## src/rtl/core/blp_pkg.sv

```systemverilog
package blp_pkg;

  localparam int DEPTH_DEF = 64;
  localparam int VAL_W     = 8;
  localparam int POS_W     = 7;
  localparam int CNT_OUT_W = 7;

  localparam logic [1:0] ACT_INSERT = 2'd0;
  localparam logic [1:0] ACT_DELETE = 2'd1;
  localparam logic [1:0] ACT_READ   = 2'd2;

  localparam logic [1:0] ST_OK     = 2'd0;
  localparam logic [1:0] ST_BADPOS = 2'd1;
  localparam logic [1:0] ST_FULL   = 2'd2;

  typedef struct packed {
    logic [1:0]       action;
    logic [POS_W-1:0] position;
    logic [VAL_W-1:0] value_in;
  } blp_in_t;

  typedef struct packed {
    logic [1:0]           status;
    logic [CNT_OUT_W-1:0] count_out;
    logic [VAL_W-1:0]     value_out;
  } blp_out_t;

  typedef enum logic {
    BLP_IDLE,
    BLP_READ
  } blp_state_t;

  typedef enum logic [2:0] {
    CMD_HOLD,
    CMD_INSERT,
    CMD_DELETE,
    CMD_LOAD,
    CMD_SHIFT
  } blp_cmd_t;

  typedef struct packed {
    blp_cmd_t         cmd;
    logic [VAL_W-1:0] data;
  } blp_ctl_t;

endpackage

```

## src/rtl/core/blp_cell.sv

```systemverilog
// One list slot plus one read-tap stage.
module blp_cell #(
  parameter int IDX   = 0,
  parameter int IDX_W = 6
) (
  input  logic                      clk,
  input  blp_pkg::blp_ctl_t         ctl,
  input  logic [IDX_W-1:0]          idx,
  input  logic [blp_pkg::VAL_W-1:0] left_val,
  input  logic [blp_pkg::VAL_W-1:0] right_val,
  input  logic [blp_pkg::VAL_W-1:0] right_tap,
  output logic [blp_pkg::VAL_W-1:0] val,
  output logic [blp_pkg::VAL_W-1:0] tap
);

  localparam logic [IDX_W-1:0] MY_IDX = IDX_W'(IDX);

  logic [blp_pkg::VAL_W-1:0] val_r, val_nxt;
  logic [blp_pkg::VAL_W-1:0] tap_r, tap_nxt;

  always_comb begin
    val_nxt = val_r;
    tap_nxt = tap_r;
    case (ctl.cmd)
      blp_pkg::CMD_INSERT: begin
        if (MY_IDX == idx) begin
          val_nxt = ctl.data;
        end else if (MY_IDX > idx) begin
          val_nxt = left_val;
        end
      end
      blp_pkg::CMD_DELETE: begin
        if (MY_IDX >= idx) begin
          val_nxt = right_val;
        end
      end
      blp_pkg::CMD_LOAD:  tap_nxt = val_r;
      blp_pkg::CMD_SHIFT: tap_nxt = right_tap;
      default: ;
    endcase
  end

  always_ff @(posedge clk) begin
    val_r <= val_nxt;
    tap_r <= tap_nxt;
  end

  assign val = val_r;
  assign tap = tap_r;

endmodule

```

## src/rtl/core/blp_chain.sv

```systemverilog
// Row of cells; slot 0 is list position 1. Taps shift toward the head.
module blp_chain #(
  parameter int DEPTH = blp_pkg::DEPTH_DEF,
  parameter int IDX_W = $clog2(DEPTH)
) (
  input  logic                      clk,
  input  blp_pkg::blp_ctl_t         ctl,
  input  logic [IDX_W-1:0]          idx,
  output logic [blp_pkg::VAL_W-1:0] head_tap
);

  logic [blp_pkg::VAL_W-1:0] val_w [DEPTH];
  logic [blp_pkg::VAL_W-1:0] tap_w [DEPTH];

  for (genvar i = 0; i < DEPTH; i++) begin : g_cell
    logic [blp_pkg::VAL_W-1:0] left_v, right_v, right_t;

    if (i == 0) begin : g_head
      assign left_v = ctl.data;
    end else begin : g_mid_l
      assign left_v = val_w[i-1];
    end

    if (i == DEPTH - 1) begin : g_tail
      assign right_v = '0;
      assign right_t = '0;
    end else begin : g_mid_r
      assign right_v = val_w[i+1];
      assign right_t = tap_w[i+1];
    end

    blp_cell #(
      .IDX   (i),
      .IDX_W (IDX_W)
    ) u_cell (
      .clk       (clk),
      .ctl       (ctl),
      .idx       (idx),
      .left_val  (left_v),
      .right_val (right_v),
      .right_tap (right_t),
      .val       (val_w[i]),
      .tap       (tap_w[i])
    );
  end

  assign head_tap = tap_w[0];

endmodule

```

## src/rtl/core/bounded_positional_list.sv

```systemverilog
// Channel   | Ports                       | Transfer
// ----------+-----------------------------+----------------------------------
// input     | start, busy, in_item        | clk edge with start=1, busy=0
// result    | out_strobe, out_item        | clk edge ending the strobe cycle
//
// Insert, delete and any failed operation: result strobes in the cycle after
// the transfer, and busy stays low, so a new item may follow at once.
// Successful read at position p: the slots load into the tap row, which walks
// toward the head while busy is high; the result strobes once slot p-1's tap is at the head.
// Reset (rst_n low, synchronous) clears the count, state and strobe; list
// slots hold whatever they held. The receiver cannot stall: a result is
// shown for exactly one cycle.
module bounded_positional_list #(
  parameter int DEPTH = blp_pkg::DEPTH_DEF
) (
  input  logic              clk,
  input  logic              rst_n,
  input  logic              start,
  output logic              busy,
  input  blp_pkg::blp_in_t  in_item,
  output logic              out_strobe,
  output blp_pkg::blp_out_t out_item
);

  localparam int IDX_W = $clog2(DEPTH);
  localparam int CNT_W = $clog2(DEPTH + 1);
  // wide enough for count+1 and for a raw position
  localparam int CMP_W = ((CNT_W > blp_pkg::POS_W) ? CNT_W : blp_pkg::POS_W) + 1;
  localparam logic [CNT_W-1:0] FULL_CNT = CNT_W'(DEPTH);

  blp_pkg::blp_state_t state_r, state_nxt;
  logic [CNT_W-1:0]    count_r, count_nxt;
  logic [IDX_W-1:0]    remain_r, remain_nxt;
  logic                strobe_r, strobe_nxt;
  blp_pkg::blp_out_t   res_r, res_nxt;

  blp_pkg::blp_ctl_t         ctl;
  logic [IDX_W-1:0]          chain_idx;
  logic [blp_pkg::VAL_W-1:0] head_tap;

  // decode of the offered item against the current count
  logic             accept;
  logic [CMP_W-1:0] pos_ext, cnt_ext, pos_m1;
  logic             pos_nz, ins_in_range, in_range, full;
  logic             is_ins, is_del, is_rd;
  logic             ins_go, del_go, rd_go;

  assign busy    = (state_r == blp_pkg::BLP_READ);
  assign accept  = start && !busy;

  assign pos_ext = CMP_W'(in_item.position);
  assign cnt_ext = CMP_W'(count_r);
  assign pos_m1  = pos_ext - CMP_W'(1);
  assign pos_nz  = (pos_ext != '0);
  assign ins_in_range = pos_nz && (pos_ext <= cnt_ext + CMP_W'(1));
  assign in_range     = pos_nz && (pos_ext <= cnt_ext);
  assign full    = (count_r == FULL_CNT);

  assign is_ins  = (in_item.action == blp_pkg::ACT_INSERT);
  assign is_del  = (in_item.action == blp_pkg::ACT_DELETE);
  assign is_rd   = (in_item.action == blp_pkg::ACT_READ);

  assign ins_go  = accept && is_ins && ins_in_range && !full;
  assign del_go  = accept && is_del && in_range;
  assign rd_go   = accept && is_rd && in_range;

  // next state
  always_comb begin
    state_nxt = state_r;
    case (state_r)
      blp_pkg::BLP_IDLE: begin
        if (rd_go) begin
          state_nxt = blp_pkg::BLP_READ;
        end
      end
      blp_pkg::BLP_READ: begin
        if (remain_r == '0) begin
          state_nxt = blp_pkg::BLP_IDLE;
        end
      end
      default: state_nxt = blp_pkg::BLP_IDLE;
    endcase
  end

  // outputs: cell commands, count update, result
  always_comb begin
    ctl.cmd    = blp_pkg::CMD_HOLD;
    ctl.data   = in_item.value_in;
    chain_idx  = IDX_W'(pos_m1);
    count_nxt  = count_r;
    remain_nxt = remain_r;
    strobe_nxt = 1'b0;
    res_nxt    = res_r;
    case (state_r)
      blp_pkg::BLP_IDLE: begin
        if (accept) begin
          res_nxt.value_out = '0;
          res_nxt.status    = blp_pkg::ST_OK;
          if (ins_go) begin
            ctl.cmd   = blp_pkg::CMD_INSERT;
            count_nxt = count_r + CNT_W'(1);
          end else if (del_go) begin
            ctl.cmd   = blp_pkg::CMD_DELETE;
            count_nxt = count_r - CNT_W'(1);
          end else if (rd_go) begin
            // snapshot the slots into the taps, then walk idx places
            ctl.cmd    = blp_pkg::CMD_LOAD;
            remain_nxt = IDX_W'(pos_m1);
          end else if (is_ins && ins_in_range) begin
            res_nxt.status = blp_pkg::ST_FULL;
          end else begin
            res_nxt.status = blp_pkg::ST_BADPOS;
          end
          res_nxt.count_out = blp_pkg::CNT_OUT_W'(count_nxt);
          strobe_nxt        = !rd_go;
        end
      end
      blp_pkg::BLP_READ: begin
        if (remain_r == '0) begin
          res_nxt.status    = blp_pkg::ST_OK;
          res_nxt.count_out = blp_pkg::CNT_OUT_W'(count_r);
          res_nxt.value_out = head_tap;
          strobe_nxt        = 1'b1;
        end else begin
          ctl.cmd    = blp_pkg::CMD_SHIFT;
          remain_nxt = remain_r - IDX_W'(1);
        end
      end
      default: ;
    endcase
  end

  always_ff @(posedge clk) begin
    if (!rst_n) begin
      state_r  <= blp_pkg::BLP_IDLE;
      count_r  <= '0;
      strobe_r <= 1'b0;
    end else begin
      state_r  <= state_nxt;
      count_r  <= count_nxt;
      strobe_r <= strobe_nxt;
    end
  end

  always_ff @(posedge clk) begin
    remain_r <= remain_nxt;
    res_r    <= res_nxt;
  end

  blp_chain #(
    .DEPTH (DEPTH),
    .IDX_W (IDX_W)
  ) u_chain (
    .clk      (clk),
    .ctl      (ctl),
    .idx      (chain_idx),
    .head_tap (head_tap)
  );

  assign out_strobe = strobe_r;
  assign out_item   = res_r;

endmodule

```

## config.mk

```make
export PLATFORM = sky130hd
export DESIGN_NAME = bounded_positional_list
export DESIGN_NICKNAME = d
export VERILOG_FILES = /design/src/rtl/core/blp_pkg.sv /design/src/rtl/core/blp_cell.sv /design/src/rtl/core/blp_chain.sv /design/src/rtl/core/bounded_positional_list.sv
export SDC_FILE = /design/constraint.sdc
export NUM_CORES = 2
export LEC_CHECK = 0
export ABC_AREA = 1
export ABC_CLOCK_PERIOD_IN_PS = 15200
export BUFFER_PORTS_ARGS = -buffer_cell sky130_fd_sc_hd__buf_2
export CAP_MARGIN = 10
export CORE_ASPECT_RATIO = 0.75
export CORE_UTILIZATION = 23
export CTS_BUF_LIST = sky130_fd_sc_hd__clkbuf_4
export CTS_CLUSTER_SIZE = 28
export DETAILED_ROUTE_END_ITERATION = 7
export PLACE_DENSITY = 0.44
export SLEW_MARGIN = 40
export SYNTH_ARGS = -nofsm -noshare
export SYNTH_HDL_FRONTEND = slang
export SYNTH_SLANG_ARGS = --single-unit
export TNS_END_PERCENT = 1
```

## constraint.sdc

```tcl
create_clock -name clk -period 15.2 [get_ports clk]
set_input_delay 2.28 -clock clk [delete_from_list [all_inputs] [get_ports clk]]
set_output_delay 2.28 -clock clk [all_outputs]
set_load 0.03 [all_outputs]
```

# == Word level (Yosys, flattened, before mapping) ==
# Cells that the tools add are included.
# Widths: inputs -> output; s select.
# op_classes
muxes,347
reduce_logical,87
n_lt_le_gt_ge,130
n_bitwise,1
eq_ne,204
addsub,5
# op_table
cell,count
$pmux 8 s2,128
$mux 8,192
$eq 6x6->1 const A,32
$ge 6x6->1 const A,32
$gt 6x6->1 const A,32
$ne 3x3->1 const B,64
$reduce_and 3->1,64
$ne 2x2->1 const B,69
$eq 5x6->1 const A,16
$ge 5x6->1 const A,16
$gt 5x6->1 const A,16
$eq 4x6->1 const A,8
$ge 4x6->1 const A,8
$gt 4x6->1 const A,8
$mux 17,2
$pmux 17 s2,1
$mux 6,5
$eq 3x6->1 const A,4
$ge 3x6->1 const A,4
$gt 3x6->1 const A,4
$mux 2,8
$mux 7,2
$eq 2x6->1 const A,2
$ge 1x6->1 const A,2
other kinds (31),55
# word_totals
input_bits,20
output_inout_bits,19
ff_bits,1056

# == Depth between registers and ports, before layout ==
# logic_depth
depth_word,12
ltp_mapped,19
depth_no_buf,17

# == Worst setup path after synthesis ==
# OpenSTA, ideal clock, no wires.
# synth_path
path_type,input to register
startpoint,input port in_item[14] in the netlist's numbering
endpoint,register u_chain.g_cell[0].u_cell.tap_r (netlist bit u_chain.g_cell[0].u_cell.tap[0]) (enable)
setup_ns,3.658
arrival_ns,11.390
slack_ns,0.153
required_ns,11.542
path_stages,8
cell_sequence,ha_1 -> nand2_1 -> nor2_1 -> nand2_1 -> nand2_1 -> nand2_1 -> nand3_1 -> nand2_1
# synth_between
elab_chain_cells,10
word_cells_on_any_way,17
# synth_lines
item,line,rtl
start: declaration,bounded_positional_list.sv:20,"input blp_pkg::blp_in_t in_item,"
$le 7x7->1 / $reduce_bool 8->1 (equally long branches),"bounded_positional_list.sv:56, bounded_positional_list.sv:54",
$logic_and 1x1->1,bounded_positional_list.sv:56,assign in_range = pos_nz && (pos_ext <= cnt_ext);
$logic_and 1x1->1,bounded_positional_list.sv:65,assign rd_go = accept && is_rd && in_range;
$mux 2,bounded_positional_list.sv:105,end else if (rd_go) begin
$mux 2,bounded_positional_list.sv:102,end else if (del_go) begin
$mux 2 (*),bounded_positional_list.sv:99,if (ins_go) begin
$mux 2 (*),bounded_positional_list.sv:96,if (accept) begin
$pmux 3 s2 (*),bounded_positional_list.sv:94,case (state_r)
$eq 3x3->1 / $eq 3x2->1 (equally long branches),blp_cell.sv:24,case (ctl.cmd)
$reduce_bool 2->1 (no line) (*),n/a,
end signal: assignment,blp_cell.sv:45,tap_r <= tap_nxt;
end: declaration,blp_cell.sv:19,"logic [blp_pkg::VAL_W-1:0] tap_r, tap_nxt;"
# Every way passes the cells marked *; elsewhere a longest branch is shown, timed or not.
# A chain may end at the register's enable or synchronous reset.

# == Worst setup path in the final report ==
# layout_path
startpoint,input port in_item[8] in the netlist's numbering
endpoint,register u_chain.g_cell[22].u_cell.val_r (netlist bit u_chain.g_cell[22].u_cell.val[2]) (data pin)
# layout_between
elab_chain_cells,10
word_cells_on_any_way,20
# layout_lines
item,line,rtl
$le 7x7->1 / $reduce_bool 8->1 (equally long branches),"bounded_positional_list.sv:56, bounded_positional_list.sv:54",
$logic_and 1x1->1,bounded_positional_list.sv:56,
$logic_and 1x1->1,bounded_positional_list.sv:65,
$mux 2,bounded_positional_list.sv:105,
$mux 2,bounded_positional_list.sv:102,
$mux 2,bounded_positional_list.sv:99,
$mux 2,bounded_positional_list.sv:96,
$pmux 3 s2,bounded_positional_list.sv:94,
$eq 3x2->1 / $eq 3x1->1 (equally long branches),blp_cell.sv:24,
$pmux 8 s2 (*),blp_cell.sv:24,
net u_chain.g_cell[22].u_cell.val_nxt (one bit),blp_cell.sv:18,"logic [blp_pkg::VAL_W-1:0] val_r, val_nxt;"
end signal: assignment,blp_cell.sv:44,val_r <= val_nxt;
end: declaration,blp_cell.sv:18,
# The timed path passes the listed nets; every way through them passes the cells marked *.

==> impl_metrics.env <==
export IMPL_run_status="complete, but fails checks"
export IMPL_violations="DRC"
export IMPL_syn_nets=5550
export IMPL_hold_end="u_chain.g_cell[20].u_cell.tap[7]"
export IMPL_hold_path_cell_count=2
export IMPL_tightest_slew_ns=0.888
export IMPL_r2r_start="count_r[6]"
export IMPL_num_rows=149
export IMPL_p_per_area_mw_per_mm2=110
export IMPL_yosys_area_top_type="edfxtp_1"
export IMPL_post_cts_buffers=0
export IMPL_r2r_end="u_chain.g_cell[22].u_cell.val[2]"
export IMPL_wl_per_cell_um=18.4
export IMPL_ys_ff_latch=1056
export IMPL_grt_pass1_wl_mm=237
export IMPL_grt_pass1_vias=36600
export IMPL_die_x_um=546
export IMPL_hold_buffers=0
export IMPL_layout_common_cells="nand2_1, o21ai_0, edfxtp_1, inv_1, clkbuf_4"
export IMPL_end_kind="flip-flop"
export IMPL_setup_violations=0
export IMPL_placed_area_mm2=0.0541
export IMPL_yosysSeqAreaShare_pct=61.9
export IMPL_viasPerCell=4.43
export IMPL_wirelength_mm=160
export IMPL_num_vias=38400
export IMPL_clkSinkCount=1056
export IMPL_ant_nets=0
export IMPL_path_clk_slew_ns=0.07
export IMPL_antenna_found_initial=9
export IMPL_timing_final_crit_share_pct=38.3
export IMPL_root_buffer="clkbuf_4"
export IMPL_ff2ff_setup_slack_ns=10.00
export IMPL_finalSetupTns_ns=0
export IMPL_min_path_type="reg2reg"
export IMPL_cts_tree="yes"
export IMPL_hp_start="u_chain.g_cell[21].u_cell.tap[7]"
export IMPL_yosys_top_cells_area="edfxtp_1, nand2_1, o21ai_0"
export IMPL_port_buffers=38
export IMPL_crit_required_ns=16.12
export IMPL_cts_buffers=292
export IMPL_area_growth_pct=12.8
export IMPL_grt_total_usage_pct=13.9
export IMPL_drtIter0Drc=4068
export IMPL_crit_type="in2reg"
export IMPL_hpwl_mm=100
export IMPL_power_leakage_nw=21.2
export IMPL_maxCapViolCount=0
export IMPL_ctsLongestPathBuffers=4
export IMPL_rsz0062_at_grt="false"
export IMPL_drt_pass1_iterations=8
export IMPL_slew_headroom_pct=40.8
export IMPL_cp_arrival_ns=6.74
export IMPL_fin_crit_ns=5.82
export IMPL_hold_viol=0
export IMPL_ioPinCount=39
export IMPL_core_area_mm2=0.220
export IMPL_yosysTopAreaCellShare_pct=61.5
export IMPL_irDropWorstVdd_v=0.0000837
export IMPL_overflow=0
export IMPL_dieArea_mm2=0.224
export IMPL_start_util_pct=23.2
export IMPL_synth_cells=5508
export IMPL_n_fill_cell=24000
export IMPL_yosysWarnings=0
export IMPL_die_y_um=410
export IMPL_gp_congestion=0.825
export IMPL_drcViolationCount=16
export IMPL_skew_ns=0.0773
export IMPL_synthesis_area_mm2=0.0511
export IMPL_insertion_delay_ns=1.29
export IMPL_drive_above_1_share_pct=10.9
export IMPL_num_nets_final=5584
export IMPL_synth_avg_cell_area_um2=9.28
export IMPL_fin_area_mm2=0.0577
export IMPL_cp_max_fo=169
export IMPL_final_common_cell="nand2_1"
export IMPL_worst_r2r_cell_count=12
export IMPL_finalMaxSlewViolations=0
export IMPL_fmax_mhz=172
export IMPL_post_cts_resize_count=0
export IMPL_startpoint_type="primary input"
export IMPL_synth_distinct_cells=34
export IMPL_htree_levels=5
export IMPL_grt_start_max_net_pins=205
## Yosys cell counts
master,n
o31ai_1,1
inv_1,501
nor2_2,14
edfxtp_1,1047
o21ai_1,69
xor2_1,9
xnor2_1,2
nand2_1,1778
dfxtp_1,9
buf_6,11
nand2_2,12
o21ai_0,1124
o21bai_1,1
nor2_1,131
nand3_2,2
nor2_8,1
buf_4,19
clkbuf_1,264
inv_4,1
nand3_1,249
nor3_4,2
nor2_4,8
inv_2,15
buf_2,55
and3_1,1
a31oi_1,43
clkinv_1,1
nor3_1,7
nand2_4,2
nand4_1,37
ha_1,22
a21oi_1,53
nor3_2,3
buf_1,14
## power breakdown
part	total, mW	internal [mW]	switching, mW
Combinational	0.443	0.0937	0.350
Clock	2.54	1.30	1.24
Sequential	3.34	3.30	0.0332
## area by class of cell
type / instances / area, µm² / area share (%)
diodes: 8 / 20.0 / 0.0347
clock buffers: 424 / 3180 / 5.52
clock inverters: 46 / 226 / 0.393
inverters: 518 / 1970 / 3.41
multi-input cells: 3571 / 16100 / 27.9
flip-flops and latches: 1056 / 31600 / 54.8
well taps: 2944 / 3680 / 6.39
repair buffers: 103 / 888 / 1.54
## layer usage
layer  part of all wire, %  vias up  track usage, %
li1                      -    18800               -
met1                    51    17900            22.0
met2                    37     1467            17.7
met3                   9.6      226            3.79
met4                   1.7        2            4.11
met5                0.0081        -               0
## stage by stage
step	instances	hold slack [ns]	worst slack [ns]	util, %	total power, mW
2_1_floorplan	5508	0.481	0.153	-	3.69
3_3_place_gp	8186	0.492	7.87	24.5	3.83
3_5_place_dp	8190	0.497	8.05	24.6	3.83
4_1_cts	8660	0.473	9.42	26.1	6.40
5_1_grt	8666	0.503	9.17	26.2	6.59
6_report	8670	0.482	9.38	26.2	6.32
## how the worst max path moves through the flow
stage / start / end / slack [ns] / cells after the start
after global routing: in_item[8] / u_chain.g_cell[21].u_cell.val[0] / 9.17 / 11
after CTS: in_item[8] / u_chain.g_cell[22].u_cell.val[2] / 9.42 / 11
final: in_item[8] / u_chain.g_cell[22].u_cell.val[2] / 9.38 / 11
after detailed placement: in_item[8] / u_chain.g_cell[22].u_cell.val[2] / 8.05 / 11
after floorplan: in_item[14] / u_chain.g_cell[0].u_cell.tap[0] / 0.15 / 8
after global placement: in_item[10] / u_chain.g_cell[24].u_cell.val[5] / 7.87 / 12
## sequential cells by signal (all words and copies together) (netlist names)
name,count
u_chain.g_cell.u_cell.tap,512
u_chain.g_cell.u_cell.val,512
out_item,17
count_r,7
remain_r,6
busy,1
out_strobe,1
## critical path, cell delays in order
cell and delay (ns):
buf_2 0.23, inv_1 0.14, ha_1 0.32, inv_1 0.08
nand4_1 0.10, nand2_1 0.31, nand3_4 0.67, inv_12 0.80
buf_6 0.58, buf_4 0.73, o21ai_0 0.23
## kinds of logic after synthesis
logic type	after synthesis	synth area share, %
AO/OA/AOI/OAI	1291	12.8
flip-flops	1056	61.9
XOR/XNOR	11	0.189
buffers and inverters	881	6.91
adder cells (fa/ha/maj)	22	0.539
AND/OR/NAND/NOR	2247	17.7
No activity file was read; power rests on OpenSTA's default activity.
